File: config.mk
export PLATFORM = sky130hd
export DESIGN_NAME = lif_csr
export DESIGN_NICKNAME = d
export VERILOG_FILES = /design/src/sv/lif_pkg.sv /design/src/sv/lif_csr.sv
export SDC_FILE = /design/constraint.sdc
export NUM_CORES = 1
export LEC_CHECK = 0
export BUFFER_PORTS_ARGS = -buffer_cell sky130_fd_sc_hd__buf_4
export CAP_MARGIN = 20
export CORE_MARGIN = 3
export CORE_UTILIZATION = 46
export CTS_CLUSTER_SIZE = 14
export DETAILED_ROUTE_END_ITERATION = 10
export PLACE_DENSITY = 0.77
export SLEW_MARGIN = 15
export SYNTH_ARGS = -nofsm -noshare
export SYNTH_HDL_FRONTEND = slang
export SYNTH_SLANG_ARGS = --single-unit
File: constraint.sdc
create_clock -name clock -period 1.15 [get_ports clock]
set_input_delay 0.0575 -clock clock [delete_from_list [all_inputs] [get_ports clock]]
set_output_delay 0.0575 -clock clock [all_outputs]
set_load 0.05 [all_outputs]
File: src/sv/lif_pkg.sv
// Package with types, widths and register codes of the neuron update block.
package lif_pkg;

   // Default bank size
   localparam int NUM_NEURONS_DEF = 1024;

   // Field widths
   localparam int IDX_W    = 10;
   localparam int V_W      = 32;
   localparam int CNT_W    = 16;
   localparam int NOISE_W  = 16;
   localparam int DECAY_W  = 17;
   localparam int GAIN_W   = 32;
   localparam int CMP_W    = 17;
   localparam int CSR_IDX_W = 3;
   localparam int REQ_DATA_W = 64;
   localparam int RSP_DATA_W = 48;

   // Register indexes of the csr channel
   localparam logic [CSR_IDX_W-1:0] CSR_V_THRESH   = 3'd0;
   localparam logic [CSR_IDX_W-1:0] CSR_V_RESET    = 3'd1;
   localparam logic [CSR_IDX_W-1:0] CSR_BIAS       = 3'd2;
   localparam logic [CSR_IDX_W-1:0] CSR_NOISE_GAIN = 3'd3;
   localparam logic [CSR_IDX_W-1:0] CSR_DECAY      = 3'd4;
   localparam logic [CSR_IDX_W-1:0] CSR_INPUT_GAIN = 3'd5;
   localparam logic [CSR_IDX_W-1:0] CSR_REFR_STEPS = 3'd6;

   // Decay of one (Q1.16) at reset
   localparam logic [DECAY_W-1:0] DECAY_ONE = 17'h10000;

   // Configuration seen by the datapath
   typedef struct packed {
      logic signed [V_W-1:0] v_thresh;
      logic signed [V_W-1:0] v_reset;
      logic signed [V_W-1:0] bias_current;
      logic signed [V_W-1:0] noise_gain;
      logic [DECAY_W-1:0]    decay_coeff;
      logic [GAIN_W-1:0]     input_gain;
      logic [CNT_W-1:0]      refractory_steps;
   } lif_cfg_type;

   // One input beat, unpacked
   typedef struct packed {
      logic [IDX_W-1:0]          neuron_index;
      logic signed [V_W-1:0]     syn_input;
      logic signed [NOISE_W-1:0] noise_sample;
   } lif_item_type;

   // Write-back request toward the state memories
   typedef struct packed {
      logic                  en;
      logic [IDX_W-1:0]      idx;
      logic signed [V_W-1:0] vm;
      logic [CNT_W-1:0]      cnt;
   } lif_wb_type;

   // Finished result toward the output register
   typedef struct packed {
      logic                  load;
      logic [IDX_W-1:0]      out_index;
      logic                  spiked;
      logic signed [V_W-1:0] membrane;
      logic                  refractory;
   } lif_rsp_type;

endpackage

File: src/sv/lif_csr.sv
// Configuration register file of the neuron update block.
module lif_csr (
   input  logic                             clock,
   input  logic                             reset,
   input  logic                             wr_en,
   input  logic [lif_pkg::CSR_IDX_W-1:0]    wr_index,
   input  logic [31:0]                      wr_data,
   output lif_pkg::lif_cfg_type             cfg
);
   import lif_pkg::*;

   lif_cfg_type cfg_ff;
   lif_cfg_type cfg_in;

   // Decode the register index
   always_comb begin
      cfg_in = cfg_ff;
      if (wr_en) begin
         unique case (wr_index)
            CSR_V_THRESH:   cfg_in.v_thresh         = wr_data;
            CSR_V_RESET:    cfg_in.v_reset          = wr_data;
            CSR_BIAS:       cfg_in.bias_current     = wr_data;
            CSR_NOISE_GAIN: cfg_in.noise_gain       = wr_data;
            CSR_DECAY:      cfg_in.decay_coeff      = wr_data[DECAY_W-1:0];
            CSR_INPUT_GAIN: cfg_in.input_gain       = wr_data;
            CSR_REFR_STEPS: cfg_in.refractory_steps = wr_data[CNT_W-1:0];
            default:        cfg_in = cfg_ff;
         endcase
      end
   end

   always_ff @(posedge clock) begin
      if (reset) begin
         cfg_ff.v_thresh         <= '0;
         cfg_ff.v_reset          <= '0;
         cfg_ff.bias_current     <= '0;
         cfg_ff.noise_gain       <= '0;
         cfg_ff.decay_coeff      <= DECAY_ONE;
         cfg_ff.input_gain       <= '0;
         cfg_ff.refractory_steps <= '0;
      end else begin
         cfg_ff <= cfg_in;
      end
   end

   assign cfg = cfg_ff;

endmodule

Word-level counts from Yosys, hierarchy flattened
Index checks and enable logic that the tools add are counted.
{"block": "classes", "n_eq_ne": 6, "n_reduce_logical": 8}
{"operator": "2-bit AND reduction", "n": 7}
{"operator": "3-bit equality test, second input constant", "n": 3}
{"operator": "3-bit by 2-bit equality test with 1-bit output, second input constant", "n": 2}
{"operator": "3-bit by 1-bit equality test with 1-bit output, second input constant", "n": 1}
{"operator": "3-bit zero test", "n": 1}
{"block": "word_totals", "ff_bits": 193, "in_bits": 38, "output_inout_bits": 193}

Depth between registers and ports, before layout
Gate-level depths: netlist of the first run.
{"block": "depth", "ltp_word": 2, "ltp_mapped": 5, "mapped_depth_nobuf": 2}

Least setup slack after synthesis of the first run
OpenSTA, ideal clock, no wires.
{"block": "synth_timing", "kind": "input-to-reg", "from": "in wr_index[1] (netlist bit)", "to": "reg cfg_ff, in the netlist cfg[182]", "setup_time_ns": 0.122, "arrival_time_ns": 1.088, "path_slack_ns": -0.060, "cell_stages": 5, "n_path_buf": 3, "path_cell_list": "buf_2 > or4b_4 > buf_6 > buf_12 > mux2i_1"}
{"block": "synth_between", "elab_chain_len": 2}
{"item": "start: declaration", "line": "lif_csr.sv:6", "text": "input logic [lif_pkg::CSR_IDX_W-1:0] wr_index,"}
{"item": "3-bit zero test", "line": "lif_csr.sv:19", "text": "unique case (wr_index)"}
{"item": "2-bit AND reduction (no source line)"}
{"item": "end signal: assignment", "line": "lif_csr.sv:42", "text": "cfg_ff <= cfg_in;"}
{"item": "end: declaration", "line": "lif_csr.sv:12", "text": "lif_cfg_type cfg_ff;"}
Every way passes these cells.
A chain may end at the register's enable or synchronous reset.

Final worst setup path of the first run
{"block": "layout_timing", "from": "reg cfg_ff, in the netlist cfg[45]", "to": "out cfg[45] (netlist bit)"}
{"item": "end: declaration", "line": "lif_csr.sv:8", "text": "output lif_pkg::lif_cfg_type cfg"}
No word-level cell between the ends.

==> results.sh, run 1 <==
export IMPL_status="completed"
export IMPL_synth_nets=710
export IMPL_worst_path_max_delay_cell="dfxtp_1"
export IMPL_final_nets=948
export IMPL_largest_reg_flops=193
export IMPL_yosysUniqueCellTypes=14
export IMPL_final_layout_size_suffix_gt1_share_pct=33.04
export IMPL_area_growth_pct=37.59
export IMPL_critPathTopFamily="flip-flops"
export IMPL_hold_viol=0
export IMPL_grt_pass1_wl_um=29990
export IMPL_dieArea_mm2=0.01799
export IMPL_wl_per_cell_um=16.80
export IMPL_ctsResizeCount=0
export IMPL_grt_max_degree=37
export IMPL_cts_root_buf="clkbuf_16"
export IMPL_place_area_mm2=0.009752
export IMPL_worstPathArrival_ns=1.02
export IMPL_via_count=5420
export IMPL_fillCellCount=1314
export IMPL_power_density_cell_area_mw_per_mm2=1415
export IMPL_p_leak_uw=0.005302
export IMPL_clock_skew_ns=0
export IMPL_ys_top_cells_by_area="dfxtp_1 51%, mux2i_1 26%, nand2b_1 19%, buf_2 1.3%, clkbuf_1 1.3%"
export IMPL_final_common_cell="buf_4"
export IMPL_synth_area_mm2=0.007552
export IMPL_rr_endpoint="cfg[156]"
export IMPL_clock_sinks=193
export IMPL_grt_remaining_overflow=0
export IMPL_cts_tree="built"
export IMPL_ff_latch_area_mm2=0.003864
export IMPL_hold_end="cfg[118]"
export IMPL_boundaryPins=231
export IMPL_period_share_pct=93.98
export IMPL_dp_hpwl_um=13460
export IMPL_num_antenna_cells=0
export IMPL_start_util_pct=47.20
export IMPL_clkTransAtPathRegs_ns=0.07
export IMPL_hold_path_class="in -> reg"
export IMPL_reg2reg_depth=2
export IMPL_antenna_left=0
export IMPL_critical_path_max_fanout=2
export IMPL_finalCriticalPeriod_ns=1.081
export IMPL_rr_startpoint="cfg[156]"
export IMPL_cts_htree_levels=4
export IMPL_max_freq_mhz=925.2
export IMPL_rsz0062_at_grt="no"
export IMPL_place_ws_ns=-0.03860
export IMPL_worst_ep_required_time_ns=1.09
export IMPL_synthCells=672
export IMPL_totalWireLength_um=19140
export IMPL_ys_ff_latch=193
export IMPL_die_y_um=134.1
export IMPL_multi_input_area_mm2=0.003481
export IMPL_io_buffers=230
export IMPL_post_cts_buffers=0
export IMPL_cts_buffer_depth=2
export IMPL_relSlewSlack_pct=72.36
export IMPL_numCtsBuffers=17
export IMPL_cp_start_kind="flip-flop"
export IMPL_grt_pass1_vias=5388
export IMPL_synth_top_cell_area_share_pct=51.16
export IMPL_drt_pass1_iter_count=4
export IMPL_hp_start="wr_data[21]"
export IMPL_utilization_pct=64.94
export IMPL_drtIter0Drc=243
export IMPL_cp_end_kind="output pin"
export IMPL_clkLatencyLatePin_ns=0.42
export IMPL_drv_slew=0
export IMPL_maxCapViolations=0
export IMPL_fin_ws_ns=0.06917
export IMPL_die_x_um=134.1
export IMPL_synth_warnings=0
export IMPL_finalSetupViolCount=0
export IMPL_place_congestion=0.7815
export IMPL_reg2reg_slack_ns=0.47
export IMPL_core_mm2=0.01600
export IMPL_grt_usage_pct=21.08
export IMPL_yosys_area_top_type="dfxtp_1"
export IMPL_rows=46
export IMPL_layout_common_cells="258 x buf_4, 224 x nand2b_1, 193 x mux2i_1, 193 x dfxtp_1, 17 x clkbuf_16"
export IMPL_critical_path_max_stage_delay_ns=0.38
export IMPL_antenna_found_initial=0
export IMPL_path_buf_inv=1
export IMPL_crit_path_cell_trace="buf_4"
export IMPL_worstMarginPinSlew_ns=0.4134
export IMPL_post_synth_cell_area_avg_um2=11.24
export IMPL_drc_errors=0
export IMPL_vias_per_cell=4.759
export IMPL_final_cell_area_mm2=0.01039
export IMPL_seq_area_frac_synth_pct=51.16
export IMPL_hold_depth=3
export IMPL_ir_worst_vdd_mv=1.031
export IMPL_worst_setup_path_type="reg -> out"
-- tightest hold or removal path: stages --
cell,delay [ns]
buf_4,0.08
nand2b_1,0.13
mux2i_1,0.15
-- stage by stage --
step | setup TNS [ns] | hold slack [ns] | total power, µW | cells
global route | 0 | 0.03366 | 15230 | 1139
floorplan | -0.4413 | 0.2187 | 8115 | 672
finish | 0 | 0.02660 | 14710 | 1139
CTS | 0 | 0.008281 | 14830 | 1139
global placement | -0.4813 | 0.3499 | 8699 | 1105
detailed placement | -0.4996 | 0.3532 | 8709 | 1105
-- logic make-up after synthesis --
group         Yosys count  share of synthesized area [%]
buf+inv                51                          3.380
flops                 193                          51.16
simple gates          235                          19.88
mux                   193                          25.58
-- timing repair --
action / CTS / global route
endpoints found under the hold margin: 3 / 0
hold buffers: 2 / 0
endpoints found under the setup margin: 0 / 0
-- cell type report --
cell class	count	area share [%]
repair buffers	270	20.76
well taps	216	2.601
multi-input cells	428	33.50
flip-flops and latches	193	37.18
clock inverters	11	1.433
clock buffers	21	4.527
-- power breakdown --
| group | switching [µW] | internal [µW] |
|---|---|---|
| sequential | 86.4 | 6830 |
| clock | 2530 | 3620 |
| combinational | 1000 | 644 |
-- synthesized netlist by cell type, drive strengths merged --
master	instances
nor4bb	1
nand4b	3
clkbuf	26
buf	25
nor2	2
dfxtp	193
mux2i	193
or4b	1
nand4bb	3
nand2b	224
nor4b	1
-- how the worst max path moves through the flow --
stage,startpoint,to,slack [ns],cells past startpoint
after CTS,cfg[45],cfg[45],0.05,1
after global routing,cfg[45],cfg[45],0.02,1
after global placement,wr_index[1],cfg[185],-0.03,3
after detailed placement,wr_index[1],cfg[188],-0.04,3
final,cfg[45],cfg[45],0.07,1
after floorplan,wr_index[1],cfg[182],-0.04,5
-- layer usage --
| layer | GRT usage, % | wire length [µm] |
|---|---|---|
| met5 | 0 | 0 |
| met1 | 27.90 | 8710 |
| met2 | 33.16 | 8717 |
| met4 | 5.826 | 212 |
| met3 | 7.127 | 1499 |
Power figures use the tool's default switching activity.
==> inputs of run 2 (changes only) <==
--- a/config.mk
+++ b/config.mk
@@ -11,6 +11,7 @@
 export CORE_UTILIZATION = 46
 export CTS_CLUSTER_SIZE = 14
 export DETAILED_ROUTE_END_ITERATION = 10
+export MAX_ROUTING_LAYER = met4
 export PLACE_DENSITY = 0.77
 export SLEW_MARGIN = 15
 export SYNTH_ARGS = -nofsm -noshare
==> results.sh, run 2 (same netlist as run 1, synthesis figures left out) <==
export IMPL_numCtsBuffers=17
export IMPL_reg2reg_slack_ns=0.47
export IMPL_period_share_pct=93.80
export IMPL_final_layout_size_suffix_gt1_share_pct=33.04
export IMPL_reg2reg_depth=2
export IMPL_rr_endpoint="cfg[156]"
export IMPL_cp_start_kind="flip-flop"
export IMPL_num_antenna_cells=0
export IMPL_hold_end="cfg[118]"
export IMPL_ir_worst_vdd_mv=1.033
export IMPL_final_common_cell="buf_4"
export IMPL_finalCriticalPeriod_ns=1.079
export IMPL_drtIter0Drc=249
export IMPL_core_mm2=0.01600
export IMPL_worstMarginPinSlew_ns=0.4224
export IMPL_io_buffers=230
export IMPL_grt_remaining_overflow=0
export IMPL_clkLatencyLatePin_ns=0.42
export IMPL_hp_start="wr_data[21]"
export IMPL_worst_setup_path_type="reg -> out"
export IMPL_drc_errors=0
export IMPL_place_congestion=0.7960
export IMPL_worst_path_max_delay_cell="dfxtp_1"
export IMPL_start_util_pct=47.20
export IMPL_hold_path_class="in -> reg"
export IMPL_clkTransAtPathRegs_ns=0.07
export IMPL_cts_htree_levels=4
export IMPL_whs_ns=0.02750
export IMPL_hold_depth=3
export IMPL_totalWireLength_um=19110
export IMPL_die_x_um=134.1
export IMPL_wl_per_cell_um=16.78
export IMPL_rows=46
export IMPL_cts_buffer_depth=2
export IMPL_comb_power_share_pct=11.2
export IMPL_dp_hpwl_um=13460
export IMPL_p_leak_uw=0.005302
export IMPL_via_count=5428
export IMPL_cts_root_buf="clkbuf_16"
export IMPL_vias_per_cell=4.766
export IMPL_final_nets=948
export IMPL_largest_reg_flops=193
export IMPL_dieArea_mm2=0.01799
export IMPL_power_uw=14720
export IMPL_grt_usage_pct=21.68
export IMPL_antenna_found_initial=0
export IMPL_ctsResizeCount=0
export IMPL_boundaryPins=231
export IMPL_critical_path_max_fanout=2
export IMPL_tns_ns=0
export IMPL_grt_pass1_vias=5405
export IMPL_max_freq_mhz=927.0
export IMPL_ff_latch_area_mm2=0.003864
export IMPL_worstPathArrival_ns=1.02
export IMPL_critPathTopFamily="flip-flops"
export IMPL_cp_end_kind="output pin"
export IMPL_finalSetupViolCount=0
export IMPL_sw_frac_of_total_pct=24.64
export IMPL_power_density_cell_area_mw_per_mm2=1416
export IMPL_fillCellCount=1314
export IMPL_rsz0062_at_grt="no"
export IMPL_post_cts_buffers=0
export IMPL_hold_viol=0
export IMPL_critical_path_max_stage_delay_ns=0.38
export IMPL_antenna_left=0
export IMPL_switchingPower_uw=3626
export IMPL_p_seq_share_pct=47.0
export IMPL_status="completed"
export IMPL_path_buf_inv=1
export IMPL_grt_pass1_wl_um=29880
export IMPL_area_growth_pct=37.59
export IMPL_cts_tree="built"
export IMPL_drv_slew=0
export IMPL_relSlewSlack_pct=71.77
export IMPL_die_y_um=134.1
export IMPL_grt_max_degree=37
export IMPL_multi_input_area_mm2=0.003481
export IMPL_clock_power_share_pct=41.8
export IMPL_rr_startpoint="cfg[156]"
export IMPL_drt_pass1_iter_count=4
export IMPL_intPower_uw=11090
export IMPL_layout_common_cells="258 x buf_4, 224 x nand2b_1, 193 x mux2i_1, 193 x dfxtp_1, 17 x clkbuf_16"
export IMPL_maxCapViolations=0
export IMPL_clock_skew_ns=0
export IMPL_clock_sinks=193
export IMPL_crit_path_cell_trace="buf_4"
export IMPL_worst_ep_required_time_ns=1.09
==> run 2: cell counts in the layout (fill, tap and decap cells not counted) <==
Identical to the previous run, type by type.
==> run 2: worst register-to-register path, stage by stage, from the launching register on <==
cell and delay, ns:
dfxtp_1 0.36, nand2b_1 0.09, mux2i_1 0.16
==> run 2: worst max path at each step <==
stage | slack [ns] | depth (start not counted) | startpoint | endpoint
floorplan | -0.04 | 5 | wr_index[1] | cfg[182]
global placement | -0.03 | 3 | wr_index[1] | cfg[185]
detailed placement | -0.04 | 3 | wr_index[1] | cfg[188]
CTS | 0.05 | 1 | cfg[45] | cfg[45]
global route | 0.02 | 1 | cfg[45] | cfg[45]
finish | 0.07 | 1 | cfg[75] | cfg[75]
==> run 2: metrics by stage <==
stage / cell area [µm²] / setup slack [ns] / utilization [%] / cells
floorplan: 7565 / -0.04414 / - / 672
global placement: 9752 / -0.03306 / 60.95 / 1105
detailed placement: 9752 / -0.03860 / 60.95 / 1105
CTS: 10390 / 0.05191 / 64.94 / 1139
global route: 10390 / 0.01794 / 64.94 / 1139
finish: 10390 / 0.07127 / 64.94 / 1139
==> run 2: power groups by stage <==
stage | clock, µW | combinational, µW | sequential, µW
5_1_grt | 6570 | 1730 | 6930
6_report | 6160 | 1640 | 6920
3_3_place_gp | 0 | 1630 | 7070
3_5_place_dp | 0 | 1640 | 7070
4_1_cts | 6260 | 1660 | 6920
2_1_floorplan | 0 | 549 | 7570
==> run 2: final cells by class <==
class,instances,area share [%]
clock buffers,21,4.527
clock inverters,11,1.433
multi-input cells,428,33.50
flip-flops and latches,193,37.18
well taps,216,2.601
repair buffers,270,20.76
==> run 2: metal layers <==
metal | track usage [%] | up-vias | share of wire [%]
met4 | 5.995 | 0 | 1.2
li1 | - | 2691 | -
met2 | 33.18 | 163 | 46
met5 | - | - | 0
met3 | 6.189 | 23 | 7.1
met1 | 28.35 | 2551 | 46
==> run 2: what timing repair did <==
item / CTS / global route
setup endpoints to repair: 0 / 0
hold buffers: 2 / 0
hold endpoints to repair: 3 / 0
==> inputs of run 3 (changes only) <==
--- a/config.mk
+++ b/config.mk
@@ -5,6 +5,7 @@
 export SDC_FILE = /design/constraint.sdc
 export NUM_CORES = 1
 export LEC_CHECK = 0
+export ABC_AREA = 1
 export BUFFER_PORTS_ARGS = -buffer_cell sky130_fd_sc_hd__buf_4
 export CAP_MARGIN = 20
 export CORE_MARGIN = 3
==> results.sh, run 3 <==
export IMPL_status="completed"
export IMPL_rsz0062_at_grt="no"
export IMPL_dp_hpwl_um=16670
export IMPL_hold_path_class="in -> reg"
export IMPL_synth_nets=1135
export IMPL_maxCapViolations=0
export IMPL_post_cts_buffers=0
export IMPL_via_count=7844
export IMPL_final_layout_size_suffix_gt1_share_pct=23.32
export IMPL_clkTransAtPathRegs_ns=0.07
export IMPL_power_density_cell_area_mw_per_mm2=1490
export IMPL_hold_end="cfg[192]"
export IMPL_synthCells=1097
export IMPL_core_mm2=0.01600
export IMPL_synthAdderAreaFrac_pct=0
export IMPL_cp_start_kind="flip-flop"
export IMPL_ir_worst_vdd_mv=1.047
export IMPL_sw_frac_of_total_pct=28.60
export IMPL_io_buffers=230
export IMPL_final_nets=1347
export IMPL_synth_compound_area_share_pct=0.06616
export IMPL_largest_reg_flops=193
export IMPL_die_x_um=134.2
export IMPL_path_buf_inv=1
export IMPL_cts_root_buf="clkbuf_16"
export IMPL_ys_top_cells_by_area="dfxtp_1 51%, nor2_1 20%, nand3_1 13%, nand2_1 9.9%, buf_2 2.6%"
export IMPL_synth_top_family_by_area="simple AND/OR/NAND/NOR gates"
export IMPL_critPathTopFamily="flip-flops"
export IMPL_synth_most_common_cell="nor2_1"
export IMPL_seq_area_frac_synth_pct=51.08
export IMPL_p_leak_uw=0.004863
export IMPL_rr_endpoint="cfg[70]"
export IMPL_numCtsBuffers=17
export IMPL_synth_edf_count=0
export IMPL_place_area_mm2=0.009756
export IMPL_grt_pass1_vias=7090
export IMPL_die_y_um=134.2
export IMPL_cts_htree_levels=4
export IMPL_synth_common_cells="393 x nor2_1, 199 x nand2_1, 193 x dfxtp_1, 193 x nand3_1, 39 x buf_2"
export IMPL_reg2reg_slack_ns=0.51
export IMPL_vias_per_cell=5.103
export IMPL_drv_slew=0
export IMPL_antenna_left=0
export IMPL_synth_mux_area_share_pct=0
export IMPL_drt_pass1_iter_count=5
export IMPL_boundaryPins=231
export IMPL_final_cell_area_mm2=0.01035
export IMPL_synthArstFlopShare_pct=0
export IMPL_layout_common_cells="385 x nor2_1, 251 x buf_4, 199 x nand2_1"
export IMPL_hp_start="wr_data[31]"
export IMPL_finalSetupViolCount=0
export IMPL_critical_path_max_stage_delay_ns=0.38
export IMPL_start_util_pct=47.28
export IMPL_crit_path_cell_trace="buf_4"
export IMPL_hold_viol=0
export IMPL_num_antenna_cells=0
export IMPL_yosys_area_top_type="dfxtp_1"
export IMPL_cp_end_kind="output pin"
export IMPL_clkLatencyLatePin_ns=0.42
export IMPL_antenna_found_initial=0
export IMPL_tns_ns=0
export IMPL_worst_path_max_delay_cell="dfxtp_1"
export IMPL_post_synth_cell_area_avg_um2=6.896
export IMPL_synth_warnings=0
export IMPL_reg2reg_depth=2
export IMPL_clock_power_share_pct=37.5
export IMPL_p_seq_share_pct=45.8
export IMPL_cts_buffer_depth=2
export IMPL_critical_path_max_fanout=2
export IMPL_power_uw=15420
export IMPL_relSlewSlack_pct=68.38
export IMPL_yosys_area_share_simple_pct=42.31
export IMPL_comb_power_share_pct=16.8
export IMPL_drc_errors=0
export IMPL_totalWireLength_um=23900
export IMPL_grt_pass1_wl_um=37490
export IMPL_ctsResizeCount=0
export IMPL_synth_area_mm2=0.007565
export IMPL_intPower_uw=11010
export IMPL_worst_setup_path_type="reg -> out"
export IMPL_switchingPower_uw=4411
export IMPL_clock_sinks=193
export IMPL_finalCriticalPeriod_ns=1.084
export IMPL_synth_xor_area_share_pct=0
export IMPL_dieArea_mm2=0.01802
export IMPL_grt_remaining_overflow=0
export IMPL_synth_top_cell_area_share_pct=51.08
export IMPL_period_share_pct=94.26
export IMPL_yosysUniqueCellTypes=12
export IMPL_rows=46
export IMPL_ys_ff_latch=193
export IMPL_grt_max_degree=49
export IMPL_clock_skew_ns=0
export IMPL_worstMarginPinSlew_ns=0.4738
export IMPL_drtIter0Drc=842
export IMPL_final_common_cell="nor2_1"
export IMPL_wl_per_cell_um=15.55
export IMPL_worst_ep_required_time_ns=1.09
export IMPL_worstPathArrival_ns=1.03
export IMPL_max_freq_mhz=922.5
export IMPL_synth_flop_cell="dfxtp_1"
export IMPL_hold_depth=5
export IMPL_place_congestion=0.8696
export IMPL_cts_tree="built"
export IMPL_grt_usage_pct=26.95
export IMPL_area_growth_pct=36.80
export IMPL_rr_startpoint="cfg[70]"
run 3: power groups by stage:
| stage | sequential, µW | clock (µW) | combinational [µW] |
|---|---|---|---|
| after global routing | 7080 | 6110 | 2770 |
| after floorplan | 7990 | 0 | 865 |
| after global placement | 7200 | 0 | 2540 |
| after detailed placement | 7210 | 0 | 2570 |
| final | 7060 | 5780 | 2590 |
| after CTS | 7060 | 5820 | 2580 |
run 3: kinds of logic after synthesis:
group,after synthesis
flip-flops,193
buffers and inverters,116
AO/OA/AOI/OAI,1
AND/OR/NAND/NOR,787
run 3: repair_timing:
action                                 in CTS  in global routing
endpoints found under the hold margin      15                  0
setup endpoints to repair                   0                  0
hold buffers                                2                  0
run 3: worst max-delay path by stage:
stage	from	to	slack [ns]	cells after the start
2_1_floorplan	wr_en	cfg[137]	0.24	7
3_3_place_gp	wr_index[1]	cfg[33]	0.05	7
3_5_place_dp	wr_index[1]	cfg[16]	0.04	7
4_1_cts	cfg[128]	cfg[128]	0.05	1
5_1_grt	cfg[128]	cfg[128]	0.02	1
6_report	cfg[128]	cfg[128]	0.07	1
run 3: layout make-up:
| class | count | area [µm²] |
|---|---|---|
| repair buffers | 270 | 2245 |
| inverters | 39 | 151.4 |
| clock inverters | 9 | 108.9 |
| multi-input cells | 788 | 3246 |
| well taps | 216 | 270.3 |
| flip-flops and latches | 193 | 3864 |
| clock buffers | 22 | 464.2 |
| fillers | 1449 | 5652 |
run 3: through the flow:
stage          hold WS, ns  cells  worst slack [ns]  util [%]
6_report           0.04926   1537           0.06603     64.68
3_5_place_dp        0.3011   1504           0.03777     60.97
4_1_cts            0.02887   1537           0.04879     64.68
3_3_place_gp        0.2969   1504           0.05115     60.97
5_1_grt            0.06312   1537           0.02378     64.68
2_1_floorplan       0.1837   1097            0.2449         -
run 3: routing by layer:
layer	GRT usage (%)	part of all wire, %
met5	-	0
met2	41.59	47
met4	8.314	2.0
met3	4.989	9.3
met1	36.19	42
